<file path="config.mk">
export PLATFORM = sky130hd
export DESIGN_NAME = string_escape_decoder_unit
export DESIGN_NICKNAME = d
export VERILOG_FILES = /design/src/sv/sed_pkg.sv /design/src/sv/sed_decode.sv /design/src/sv/sed_serial.sv /design/src/sv/string_escape_decoder_unit.sv
export SDC_FILE = /design/constraint.sdc
export NUM_CORES = 1
export LEC_CHECK = 0
export ABC_AREA = 1
export BUFFER_PORTS_ARGS = -buffer_cell sky130_fd_sc_hd__buf_2
export CORE_MARGIN = 4
export CORE_UTILIZATION = 55
export DETAILED_ROUTE_END_ITERATION = 7
export PLACE_DENSITY = 0.72
export SLEW_MARGIN = 20
export SYNTH_ARGS = -nofsm -noshare
export SYNTH_HDL_FRONTEND = slang
export SYNTH_HIERARCHICAL = 1
export SYNTH_SLANG_ARGS = --single-unit
</file>
<file path="constraint.sdc">
create_clock -name clock -period 6.2 [get_ports clock]
set_input_delay 0.31 -clock clock [delete_from_list [all_inputs] [get_ports clock]]
set_output_delay 0.31 -clock clock [all_outputs]
set_load 0.01 [all_outputs]
</file>
<file path="src/sv/sed_pkg.sv">
`timescale 1ns / 1ps
// Shared types, character codes and helper functions for the string escape decoder.
// No dependencies; used by every module of the block.
package sed_pkg;

   localparam int MaxOut = 5;

   typedef enum logic [2:0] {
      MODE_IDLE = 3'd0,
      MODE_BSL  = 3'd1,
      MODE_UNI  = 3'd2,
      MODE_HEX  = 3'd3
   } mode_type;

   localparam logic [7:0] CHR_BSL   = 8'h5C;
   localparam logic [7:0] CHR_N     = 8'h6E;
   localparam logic [7:0] CHR_T     = 8'h74;
   localparam logic [7:0] CHR_R     = 8'h72;
   localparam logic [7:0] CHR_ZERO  = 8'h30;
   localparam logic [7:0] CHR_U     = 8'h75;
   localparam logic [7:0] CHR_X     = 8'h78;
   localparam logic [7:0] BYTE_LF   = 8'h0A;
   localparam logic [7:0] BYTE_TAB  = 8'h09;
   localparam logic [7:0] BYTE_CR   = 8'h0D;
   localparam logic [7:0] LEAD2     = 8'hC0;
   localparam logic [7:0] LEAD3     = 8'hE0;
   localparam logic [7:0] CONT      = 8'h80;
   localparam logic [15:0] LIMIT1   = 16'h007F;
   localparam logic [15:0] LIMIT2   = 16'h07FF;

   // decoded bytes of one item, lowest index goes out first
   typedef struct packed {
      logic [MaxOut-1:0][7:0] data;
      logic [2:0]             cnt;
      logic                   last;
   } group_type;

   typedef struct packed {
      logic [2:0][7:0] data;
      logic [1:0]      cnt;
   } enc_type;

   typedef struct packed {
      logic       ok;
      logic [3:0] val;
   } hex_type;

   typedef struct packed {
      logic       idle;
      logic [1:0] digits;
   } dec_status_type;

   function automatic hex_type hex_digit(input logic [7:0] b);
      hex_type h;
      h = '0;
      if (b >= 8'h30 && b <= 8'h39) begin
         h.ok  = 1'b1;
         h.val = b[3:0];
      end else if ((b >= 8'h61 && b <= 8'h66) || (b >= 8'h41 && b <= 8'h46)) begin
         h.ok  = 1'b1;
         h.val = 4'(b[3:0] + 4'd9);
      end
      return h;
   endfunction

   // modified UTF-8, code point zero as the two-byte form
   function automatic enc_type encode(input logic [15:0] cp);
      enc_type e;
      e = '0;
      if (cp == 16'h0000) begin
         e.data[0] = LEAD2;
         e.data[1] = CONT;
         e.cnt     = 2'd2;
      end else if (cp <= LIMIT1) begin
         e.data[0] = cp[7:0];
         e.cnt     = 2'd1;
      end else if (cp <= LIMIT2) begin
         e.data[0] = LEAD2 | {3'b000, cp[10:6]};
         e.data[1] = CONT | {2'b00, cp[5:0]};
         e.cnt     = 2'd2;
      end else begin
         e.data[0] = LEAD3 | {4'b0000, cp[15:12]};
         e.data[1] = CONT | {2'b00, cp[11:6]};
         e.data[2] = CONT | {2'b00, cp[5:0]};
         e.cnt     = 2'd3;
      end
      return e;
   endfunction

endpackage

</file>
<file path="src/sv/sed_decode.sv">
`timescale 1ns / 1ps
// Escape state and single-pass decode of one registered input byte into a group.
// Depends on sed_pkg.
module sed_decode (
   input  logic                     clock,
   input  logic                     reset,
   input  logic                     load,
   input  logic [7:0]               in_byte,
   input  logic                     in_last,
   output sed_pkg::group_type       group,
   output sed_pkg::dec_status_type  status
);

   sed_pkg::mode_type mode_ff, mode_in;
   logic [1:0]        cnt_ff, cnt_in;
   logic [15:0]       code_ff, code_in;
   logic [2:0][7:0]   held_ff, held_in;

   sed_pkg::group_type res;
   sed_pkg::hex_type   hd;
   sed_pkg::enc_type   enc;
   logic [2:0]         n;
   logic [7:0]         letter;
   logic               full;
   logic [15:0]        code_next;

   always_comb begin
      res       = '0;
      n         = 3'd0;
      mode_in   = mode_ff;
      cnt_in    = cnt_ff;
      code_in   = code_ff;
      held_in   = held_ff;
      hd        = sed_pkg::hex_digit(in_byte);
      code_next = {code_ff[11:0], hd.val};
      enc       = sed_pkg::encode(code_next);
      letter    = (mode_ff == sed_pkg::MODE_UNI) ? sed_pkg::CHR_U : sed_pkg::CHR_X;
      full      = (mode_ff == sed_pkg::MODE_UNI) ? (cnt_ff == 2'd3) : (cnt_ff != 2'd0);

      case (mode_ff)
         sed_pkg::MODE_BSL: begin
            mode_in = sed_pkg::MODE_IDLE;
            if (in_byte == sed_pkg::CHR_N) begin
               res.data[n] = sed_pkg::BYTE_LF;
               n = n + 3'd1;
            end else if (in_byte == sed_pkg::CHR_T) begin
               res.data[n] = sed_pkg::BYTE_TAB;
               n = n + 3'd1;
            end else if (in_byte == sed_pkg::CHR_R) begin
               res.data[n] = sed_pkg::BYTE_CR;
               n = n + 3'd1;
            end else if (in_byte == sed_pkg::CHR_ZERO) begin
               res.data[n] = sed_pkg::LEAD2;
               n = n + 3'd1;
               res.data[n] = sed_pkg::CONT;
               n = n + 3'd1;
            end else if (in_byte == sed_pkg::CHR_U || in_byte == sed_pkg::CHR_X) begin
               cnt_in  = 2'd0;
               code_in = 16'h0000;
               if (in_last) begin
                  res.data[n] = in_byte;
                  n = n + 3'd1;
               end else begin
                  mode_in = (in_byte == sed_pkg::CHR_U) ? sed_pkg::MODE_UNI
                                                        : sed_pkg::MODE_HEX;
               end
            end else begin
               res.data[n] = in_byte;
               n = n + 3'd1;
            end
         end
         sed_pkg::MODE_UNI, sed_pkg::MODE_HEX: begin
            if (!hd.ok) begin
               // broken escape: letter and held digits, then the byte afresh
               res.data[n] = letter;
               n = n + 3'd1;
               for (int k = 0; k < 3; k++) begin
                  if (2'(k) < cnt_ff) begin
                     res.data[n] = held_ff[k];
                     n = n + 3'd1;
                  end
               end
               mode_in = sed_pkg::MODE_IDLE;
               cnt_in  = 2'd0;
               code_in = 16'h0000;
               if (in_byte == sed_pkg::CHR_BSL && !in_last) begin
                  mode_in = sed_pkg::MODE_BSL;
               end else begin
                  res.data[n] = in_byte;
                  n = n + 3'd1;
               end
            end else if (full) begin
               for (int k = 0; k < 3; k++) begin
                  if (2'(k) < enc.cnt) begin
                     res.data[n] = enc.data[k];
                     n = n + 3'd1;
                  end
               end
               mode_in = sed_pkg::MODE_IDLE;
               cnt_in  = 2'd0;
               code_in = 16'h0000;
            end else begin
               held_in[cnt_ff] = in_byte;
               cnt_in          = cnt_ff + 2'd1;
               code_in         = code_next;
               if (in_last) begin
                  res.data[n] = letter;
                  n = n + 3'd1;
                  for (int k = 0; k < 3; k++) begin
                     if (2'(k) < cnt_ff) begin
                        res.data[n] = held_ff[k];
                        n = n + 3'd1;
                     end
                  end
                  res.data[n] = in_byte;
                  n = n + 3'd1;
               end
            end
         end
         default: begin
            mode_in = sed_pkg::MODE_IDLE;
            if (in_byte == sed_pkg::CHR_BSL && !in_last) begin
               mode_in = sed_pkg::MODE_BSL;
            end else begin
               res.data[n] = in_byte;
               n = n + 3'd1;
            end
         end
      endcase

      if (in_last) begin
         mode_in = sed_pkg::MODE_IDLE;
         cnt_in  = 2'd0;
         code_in = 16'h0000;
      end
      res.cnt  = n;
      res.last = in_last;
   end

   always_ff @(posedge clock) begin
      if (reset) begin
         mode_ff <= sed_pkg::MODE_IDLE;
         cnt_ff  <= 2'd0;
         code_ff <= 16'h0000;
      end else if (load) begin
         mode_ff <= mode_in;
         cnt_ff  <= cnt_in;
         code_ff <= code_in;
      end
   end

   // held digits are only read below the digit count, so no reset
   always_ff @(posedge clock) begin
      if (load) begin
         held_ff <= held_in;
      end
   end

   assign group         = res;
   assign status.idle   = (mode_ff == sed_pkg::MODE_IDLE);
   assign status.digits = cnt_ff;

endmodule

</file>
<file path="src/sv/sed_serial.sv">
`timescale 1ns / 1ps
// Result register holding one decoded group, shifted out a byte per cycle unless stalled.
// Depends on sed_pkg.
module sed_serial (
   input  logic               clock,
   input  logic               reset,
   input  logic               load,
   input  sed_pkg::group_type group,
   output logic               free,
   output logic [2:0]         count,
   output logic               rsp_tvalid,
   input  logic               rsp_tready,
   output logic [7:0]         rsp_tdata,
   output logic               rsp_tlast
);

   logic [sed_pkg::MaxOut-1:0][7:0] data_ff;
   logic [2:0]                      cnt_ff;
   logic                            last_ff;
   logic                            take;

   assign take = (cnt_ff != 3'd0) && rsp_tready;
   // group empty, or its final byte leaves this cycle
   assign free = (cnt_ff == 3'd0) || (cnt_ff == 3'd1 && rsp_tready);

   always_ff @(posedge clock) begin
      if (reset) begin
         cnt_ff <= 3'd0;
      end else if (load) begin
         cnt_ff <= group.cnt;
      end else if (take) begin
         cnt_ff <= cnt_ff - 3'd1;
      end
   end

   always_ff @(posedge clock) begin
      if (load) begin
         data_ff <= group.data;
         last_ff <= group.last;
      end else if (take) begin
         data_ff <= {8'h00, data_ff[sed_pkg::MaxOut-1:1]};
      end
   end

   assign count      = cnt_ff;
   assign rsp_tvalid = (cnt_ff != 3'd0);
   assign rsp_tdata  = data_ff[0];
   assign rsp_tlast  = last_ff && (cnt_ff == 3'd1);

endmodule

</file>
<file path="src/sv/string_escape_decoder_unit.sv">
`timescale 1ns / 1ps
// Top level of the string escape decoder: input register, decode, result serialiser.
// Depends on sed_pkg, sed_decode and sed_serial.
//
//  channel | direction | tdata      | tlast    | tuser
//  req_    | in        | in_byte    | is_last  | -
//  rsp_    | out       | out_byte   | out_last | -
//
// An item waits in the input register, is decoded in one pass and its 0 to 5
// bytes are loaded together into the result register, which sends the first byte out.
// The rate is one item per cycle while each yields at most one byte and the output does
// not stall; a longer group holds the next item in the input register until it drains.
// Synchronous reset returns the escape state to idle and empties both registers.
// A stalled output holds the group; the input register still takes one more item.
module string_escape_decoder_unit (
   input  logic       clock,
   input  logic       reset,
   input  logic       req_tvalid,
   output logic       req_tready,
   input  logic [7:0] req_tdata,   // [7:0] in_byte
   input  logic       req_tlast,
   output logic       rsp_tvalid,
   input  logic       rsp_tready,
   output logic [7:0] rsp_tdata,   // [7:0] out_byte
   output logic       rsp_tlast
);

   logic                    in_vld_ff;
   logic [7:0]              in_byte_ff;
   logic                    in_last_ff;
   logic                    grp_free;
   logic                    grp_load;
   logic [2:0]              grp_count;
   sed_pkg::group_type      group;
   sed_pkg::dec_status_type dec_status;

   assign grp_load   = in_vld_ff && grp_free;
   assign req_tready = !in_vld_ff || grp_free;

   always_ff @(posedge clock) begin
      if (reset) begin
         in_vld_ff <= 1'b0;
      end else if (req_tready) begin
         in_vld_ff <= req_tvalid;
      end
   end

   always_ff @(posedge clock) begin
      if (req_tready && req_tvalid) begin
         in_byte_ff <= req_tdata;
         in_last_ff <= req_tlast;
      end
   end

   sed_decode u_decode (
      .clock   (clock),
      .reset   (reset),
      .load    (grp_load),
      .in_byte (in_byte_ff),
      .in_last (in_last_ff),
      .group   (group),
      .status  (dec_status)
   );

   sed_serial u_serial (
      .clock      (clock),
      .reset      (reset),
      .load       (grp_load),
      .group      (group),
      .free       (grp_free),
      .count      (grp_count),
      .rsp_tvalid (rsp_tvalid),
      .rsp_tready (rsp_tready),
      .rsp_tdata  (rsp_tdata),
      .rsp_tlast  (rsp_tlast)
   );

   a_group_bound: assert property (@(posedge clock) disable iff (reset)
      grp_count <= 3'(sed_pkg::MaxOut))
      else $error("result group holds more bytes than an item can yield");

   a_last_on_final: assert property (@(posedge clock) disable iff (reset)
      rsp_tvalid && rsp_tlast |-> grp_count == 3'd1)
      else $error("last marker on a byte that is not the final one of its group");

   a_end_clears: assert property (@(posedge clock) disable iff (reset)
      grp_load && in_last_ff |=> dec_status.idle && dec_status.digits == 2'd0)
      else $error("escape state not cleared after the final byte of a literal");

   a_no_load_busy: assert property (@(posedge clock) disable iff (reset)
      grp_load |-> grp_count <= 3'd1)
      else $error("group loaded over bytes still waiting");

endmodule

</file>
* Yosys cells after proc, flatten, opt, wreduce, memory -nomap -nowiden
Index checks and enable logic that the tools add are counted.
Storage, ports and cells: flip-flop bits (word level) 95, latch bits 0, memory bits (writable) 0, bits in read-only memories 0, word-level logic and storage cells 276, memories kept 0
Operators by class: $add $sub $neg 11, $mul 0, div/mod/pow operators 0, order comparisons 32, eq/ne operators 18, shift-type cells 0, multiplexer cells 164, bitwise gates (word level) 1, reduce and logical (&&, ||, !) cells 34
Operators with widths (number):
- 40-bit 2-to-1 mux | 27
- 40-bit bitwise mux | 8
- 8-bit 2-to-1 mux | 33
- 8-bit demux with 3-bit select | 8
- 3-bit 2-to-1 mux | 49
- 12-bit 2-to-1 mux | 8
- 8-bit by 7-bit equality test with 1-bit output (second input constant) | 6
- 3-bit by 4-bit < comparator with 1-bit output (second input constant) | 8
- 16-bit 2-to-1 mux | 2
- 8-bit one-hot mux with 2 select lines | 2
- 3-bit by 1-bit adder with 3-bit output (second input constant) | 8
- 24-bit bitwise mux | 1
- 3-bit by 1-bit greater-or-equal comparator with 1-bit output (second input constant) | 8
- 24-bit 2-to-1 mux | 1
- 12-bit one-hot mux with 2 select lines | 1
- 1-bit logical AND | 18
- 18-bit 2-to-1 mux | 1
- 2-bit 2-to-1 mux | 9
- 8-bit demux with 2-bit select | 1
- 8-bit by 7-bit greater-or-equal comparator with 1-bit output (second input constant) | 2
- 16-bit by 11-bit less-or-equal comparator with 1-bit output (second input constant) | 1
- 16-bit by 7-bit less-or-equal comparator with 1-bit output (second input constant) | 1
- 8-bit by 7-bit less-or-equal comparator with 1-bit output (second input constant) | 2
- 16-bit zero test | 1
- 32 further kinds | 54

* Longest topological paths before layout
depth after elaboration 29, gate-level depth with buffers 18

* By module
The synthesis kept the hierarchy.
Modules (own cells, without submodules):
- sed_decode | times used 1, cells an instance 619, area each 3946.3 µm²
- sed_serial | times used 1, cells an instance 206, area each 2025.7 µm²
- string_escape_decoder_unit | times used 1, cells an instance 17, area each 325.3 µm²

* Least setup slack after synthesis
OpenSTA, ideal clock, no wires.
kind reg2reg, start point reg in_byte_ff[1], end point reg u_decode/held_ff[10] (netlist name), enable pin, setup time 371 ps, data arrival time 2075 ps, data required time 5829 ps, path slack 3754 ps, stages on the path, launching flop included 10, buffers on the path 1, clock period less this slack 2446 ps, cell sequence edfxtp_1 -> inv_1 -> ha_1 -> inv_1 -> nand3_1 -> nand3_2 -> nand2_4 -> buf_2 -> nand3_1 -> nor2_1
Between the ends: longest elaborated chain between the ends 6, elaborated cells on any way between the ends 13
RTL lines:
- start, declared | RTL line string_escape_decoder_unit.sv:29 | logic [7:0] in_byte_ff;
- start signal, assigned | RTL line string_escape_decoder_unit.sv:50 | in_byte_ff <= req_tdata;
- 8-bit by 7-bit greater-or-equal comparator with 1-bit output or 8-bit by 7-bit less-or-equal comparator with 1-bit output (tied branches) | RTL line sed_pkg.sv:59 | end else if ((b >= 8'h61 && b <= 8'h66) || (b >= 8'h41 && b <= 8'h46)) begin
- 1-bit logical AND | RTL line sed_pkg.sv:59
- 1-bit logical OR | RTL line sed_pkg.sv:59
- 5-bit 2-to-1 mux | RTL line sed_pkg.sv:59
- 5-bit 2-to-1 mux (*) | RTL line sed_pkg.sv:56 | if (b >= 8'h30 && b <= 8'h39) begin
- 4-bit AND reduction (no line) (*)
- end signal, assigned | RTL line sed_decode.sv:155 | held_ff <= held_in;
- end, declared | RTL line sed_decode.sv:17 | logic [2:0][7:0] held_ff, held_in;
Mark *: on every way between the ends. The rest lies on a longest branch, timed or not. A chain may end at the register's enable or synchronous reset.

==> impl_metrics.ini <==
[floorplan]
die_height_um = 115
ioPinCount = 24
initial_core_util = 0.571
chipWidth_um = 115
floorplan_core_area_um2 = 11000
placement_rows = 38
die_area_um2 = 13200

[power_and_ir_drop]
total_net_switching_power_w = 0.000958
share_of_total_power_in_the_clock_network = 0.221
seq_power_share = 0.428
internal-power_w = 0.00143
peakVddDrop_v = 0.000434
power_per_cell_area_nw_per_um2 = 363
power.combinational.fraction = 0.352
p_sw_frac = 0.401
leakagePower_nw = 2.75

[drt]
wl_per_cell_um = 20.1
detail_route.iter0.violations = 846
wl_mm = 19.6
drc = 0
topRoutingLayerUsed = met4
detail_route.first_pass.iterations = 6
met2_length_mm = 8.70
wl_met3_mm = 1.73
route.layer.met1.wl_mm = 8.46
via_count_normalized_by_instance_count = 6.10
detail-route-antenna-nets = 0
vias = 5929

[timing]
fin_worst_hold_slack_ns = 0.136
finalCritPeriodShare = 0.613
grt_setup_unrepaired = no
max_freq_ghz = 0.263
timing_worst_slew_pin_value_ns = 1.08
timing.final.max_slew_violations = 0
finalWorstSetupSlack_ns = 2.40
timing_hold_violations_final = 0
worst_slew_margin_rel = 0.280
timing.final.crit_period_ns = 3.80
timing.clock.skew_ns = 0.00678
timing.final.setup_violations = 0
timing.setup.tns_ns = 0

[clock_tree]
tritoncts_clock_tree = yes
cts_setup_buffers = 0
cts.sinks = 94
hold_buffer_count_at_cts = 0
clock-root-buffer = sky130_fd_sc_hd__clkbuf_16
h-tree-depth = 3
cts.repair.resized = 0
numCtsBuffers = 9
clkSlewWorstSetupHoldPaths_ns = 0.07
clk_latency_ns = 0.35
max-clock-path-buffers = 2

[status]
outcome = finished clean

[logic_synthesis]
synth_area_leaders = sky130_fd_sc_hd__edfxtp_1 (35%), sky130_fd_sc_hd__nand2_1 (16%), sky130_fd_sc_hd__dfxtp_1 (6.4%), sky130_fd_sc_hd__o21ai_0 (6.0%), sky130_fd_sc_hd__a21oi_1 (5.2%)
synth_ff_type = sky130_fd_sc_hd__edfxtp_1
synth_instances = 842
synth.lib_cells_used.distinct = 43
synth_top_area_cell = sky130_fd_sc_hd__edfxtp_1
yosys_register_bits = 94
mappedNetlistNets = 871
post_syn_area_um2 = 6300
synth_edf_count = 74
yosysWarningCount = 6
synth.most_common_cell = sky130_fd_sc_hd__nand2_1
synth-seq-area-share = 0.416
synth.cells.most_frequent = sky130_fd_sc_hd__nand2_1 (266), sky130_fd_sc_hd__o21ai_0 (76), sky130_fd_sc_hd__edfxtp_1 (74)
post-synth-top-area-fraction = 0.353
async_flop_share = 0
synth.avg_cell_area_um2 = 7.48

[place]
port_buffers = 23
globalplace.congestion = 1.01
dp_slack_ns = 2.58
dp.final_hpwl_mm = 14.0

[worst_setup_path]
worstPathArrival_ns = 4.09
slowest_delay_ns = 0.63
critPathLaunchType = flip-flop
cp_top_family = compound AO/OA/AOI/OAI gates
timing_worst_setup_path_type = reg2reg
critPathCaptureType = flip-flop
cp_cell_sequence = inv_1, ha_1, inv_1, o21ai_2, nand2_1, clkinv_1, o21ai_1, a221oi_1, nand2_1, nand2_1, nand2_2, a21oi_2
critical-path-top-cell-by-count = sky130_fd_sc_hd__nand2_1
worst-path-max-fanout = 18
cpMaxStageDelayCell = sky130_fd_sc_hd__o21ai_2
buf_inv_stages_crit_path = 3
cp_data_required_time_ns = 6.48

[global_route]
wire_length_of_the_first_global_routing_pass_mm = 30.9
grt_start_max_net_pins = 52
grt_antenna_before_repair = 0
via_count_of_the_first_global_routing_pass = 5516
grt_overflow_total = 0
grtUsageTotal = 0.304

[cells_and_area]
antenna_cells_inserted = 0
final_net_count = 856
final_core_utilization = 0.597
fraction_of_layout_instances_using_a_drive_strength_above_1 = 0.0950
area_growth_syn_to_layout_pct = 4.57

[run]
max_cap_viol_count = 0

[worst_hold_path]
path_type_of_the_worst_min_delay_path = in2reg
==> path summary, 6_finish.rpt <==
check / endpoint / from / cells past startpoint / slack [ns]
max reg2reg: u_serial/count[2] / u_decode/cnt_ff[1] / 12 / 2.40
min reg2reg: u_decode/code_ff[9] / u_decode/code_ff[9] / 2 / 0.49
min: in_byte_ff[7] / req_tdata[7] / 1 / 0.14
max: u_serial/count[2] / u_decode/cnt_ff[1] / 12 / 2.40
==> per-stage QoR <==
stage / area (um2) / power (W) / instances
after detailed placement: 6310 / 0.00186 / 956
after CTS: 6590 / 0.00238 / 972
after global routing: 6590 / 0.00253 / 972
after floorplan: 6300 / 0.00163 / 842
after global placement: 6310 / 0.00184 / 956
final: 6590 / 0.00239 / 972
==> area by class of cell <==
| type | instances | area [um2] |
|---|---|---|
| Fill cell | 1020 | 4450 |
| Multi-Input combinational cell | 623 | 3100 |
| Sequential cell | 94 | 2620 |
| Inverter | 74 | 280 |
| Clock buffer | 11 | 233 |
| Tap cell | 140 | 175 |
| Timing Repair Buffer | 25 | 130 |
| Clock inverter | 5 | 45.0 |
==> placed cells by master, fill, tap and decap left out, types with 4 or more instances in the layout <==
| master | synthesis | final |
|---|---|---|
| sky130_fd_sc_hd__a211oi_1 | 10 | 10 |
| sky130_fd_sc_hd__a21oi_1 | 66 | 66 |
| sky130_fd_sc_hd__a221oi_1 | 7 | 7 |
| sky130_fd_sc_hd__a31oi_1 | 13 | 13 |
| sky130_fd_sc_hd__buf_2 | 17 | 23 |
| sky130_fd_sc_hd__clkbuf_16 | 0 | 9 |
| sky130_fd_sc_hd__dfxtp_1 | 20 | 20 |
| sky130_fd_sc_hd__edfxtp_1 | 74 | 74 |
| sky130_fd_sc_hd__ha_1 | 16 | 16 |
| sky130_fd_sc_hd__inv_1 | 60 | 60 |
| sky130_fd_sc_hd__inv_2 | 10 | 10 |
| sky130_fd_sc_hd__nand2_1 | 266 | 266 |
| sky130_fd_sc_hd__nand2_2 | 5 | 5 |
| sky130_fd_sc_hd__nand2_4 | 4 | 4 |
| sky130_fd_sc_hd__nand3_1 | 34 | 34 |
| sky130_fd_sc_hd__nand3_2 | 4 | 4 |
| sky130_fd_sc_hd__nand4_1 | 8 | 8 |
| sky130_fd_sc_hd__nor2_1 | 55 | 55 |
| sky130_fd_sc_hd__nor2_4 | 4 | 4 |
| sky130_fd_sc_hd__nor3_1 | 19 | 19 |
| sky130_fd_sc_hd__o21ai_0 | 76 | 76 |
| sky130_fd_sc_hd__o21ai_1 | 6 | 6 |
| sky130_fd_sc_hd__o31ai_1 | 4 | 4 |
==> sequential cells by signal, indices dropped and copies added (netlist names) <==
name / cells
u_decode/mode_ff: 2
u_serial/last_ff: 1
in_last_ff: 1
u_decode/held_ff: 24
u_decode/cnt_ff: 2
u_serial/rsp_tdata: 8
u_serial/count: 3
u_serial/data_ff: 32
u_decode/code_ff: 12
in_byte_ff: 8
in_vld_ff: 1
==> layer usage <==
| layer | up-vias | GRT usage |
|---|---|---|
| met3 | 46 | 0.0526 |
| met4 | 0 | 0.130 |
| met1 | 2764 | 0.426 |
| met5 | - | 0 |
| li1 | 2803 | - |
| met2 | 316 | 0.465 |
==> logic make-up after synthesis <==
group / after synthesis / share of synthesized area
and+or+nand+nor: 407 / 0.277
AOI/OAI and AO/OA: 199 / 0.182
buffers and inverters: 125 / 0.0914
DFF: 94 / 0.416
adders and majority gates: 16 / 0.0318
xor gates and xnor gates: 1 / 0.00139
==> power groups by stage <==
stage          registers [W]  clock network, W  logic [W]
2_1_floorplan       0.000984                 0   0.000648
3_3_place_gp         0.00103                 0   0.000807
3_5_place_dp         0.00103                 0   0.000825
4_1_cts              0.00102          0.000532   0.000828
5_1_grt              0.00104          0.000562   0.000929
6_report             0.00102          0.000527   0.000839
(Power assumes the default switching activity.)
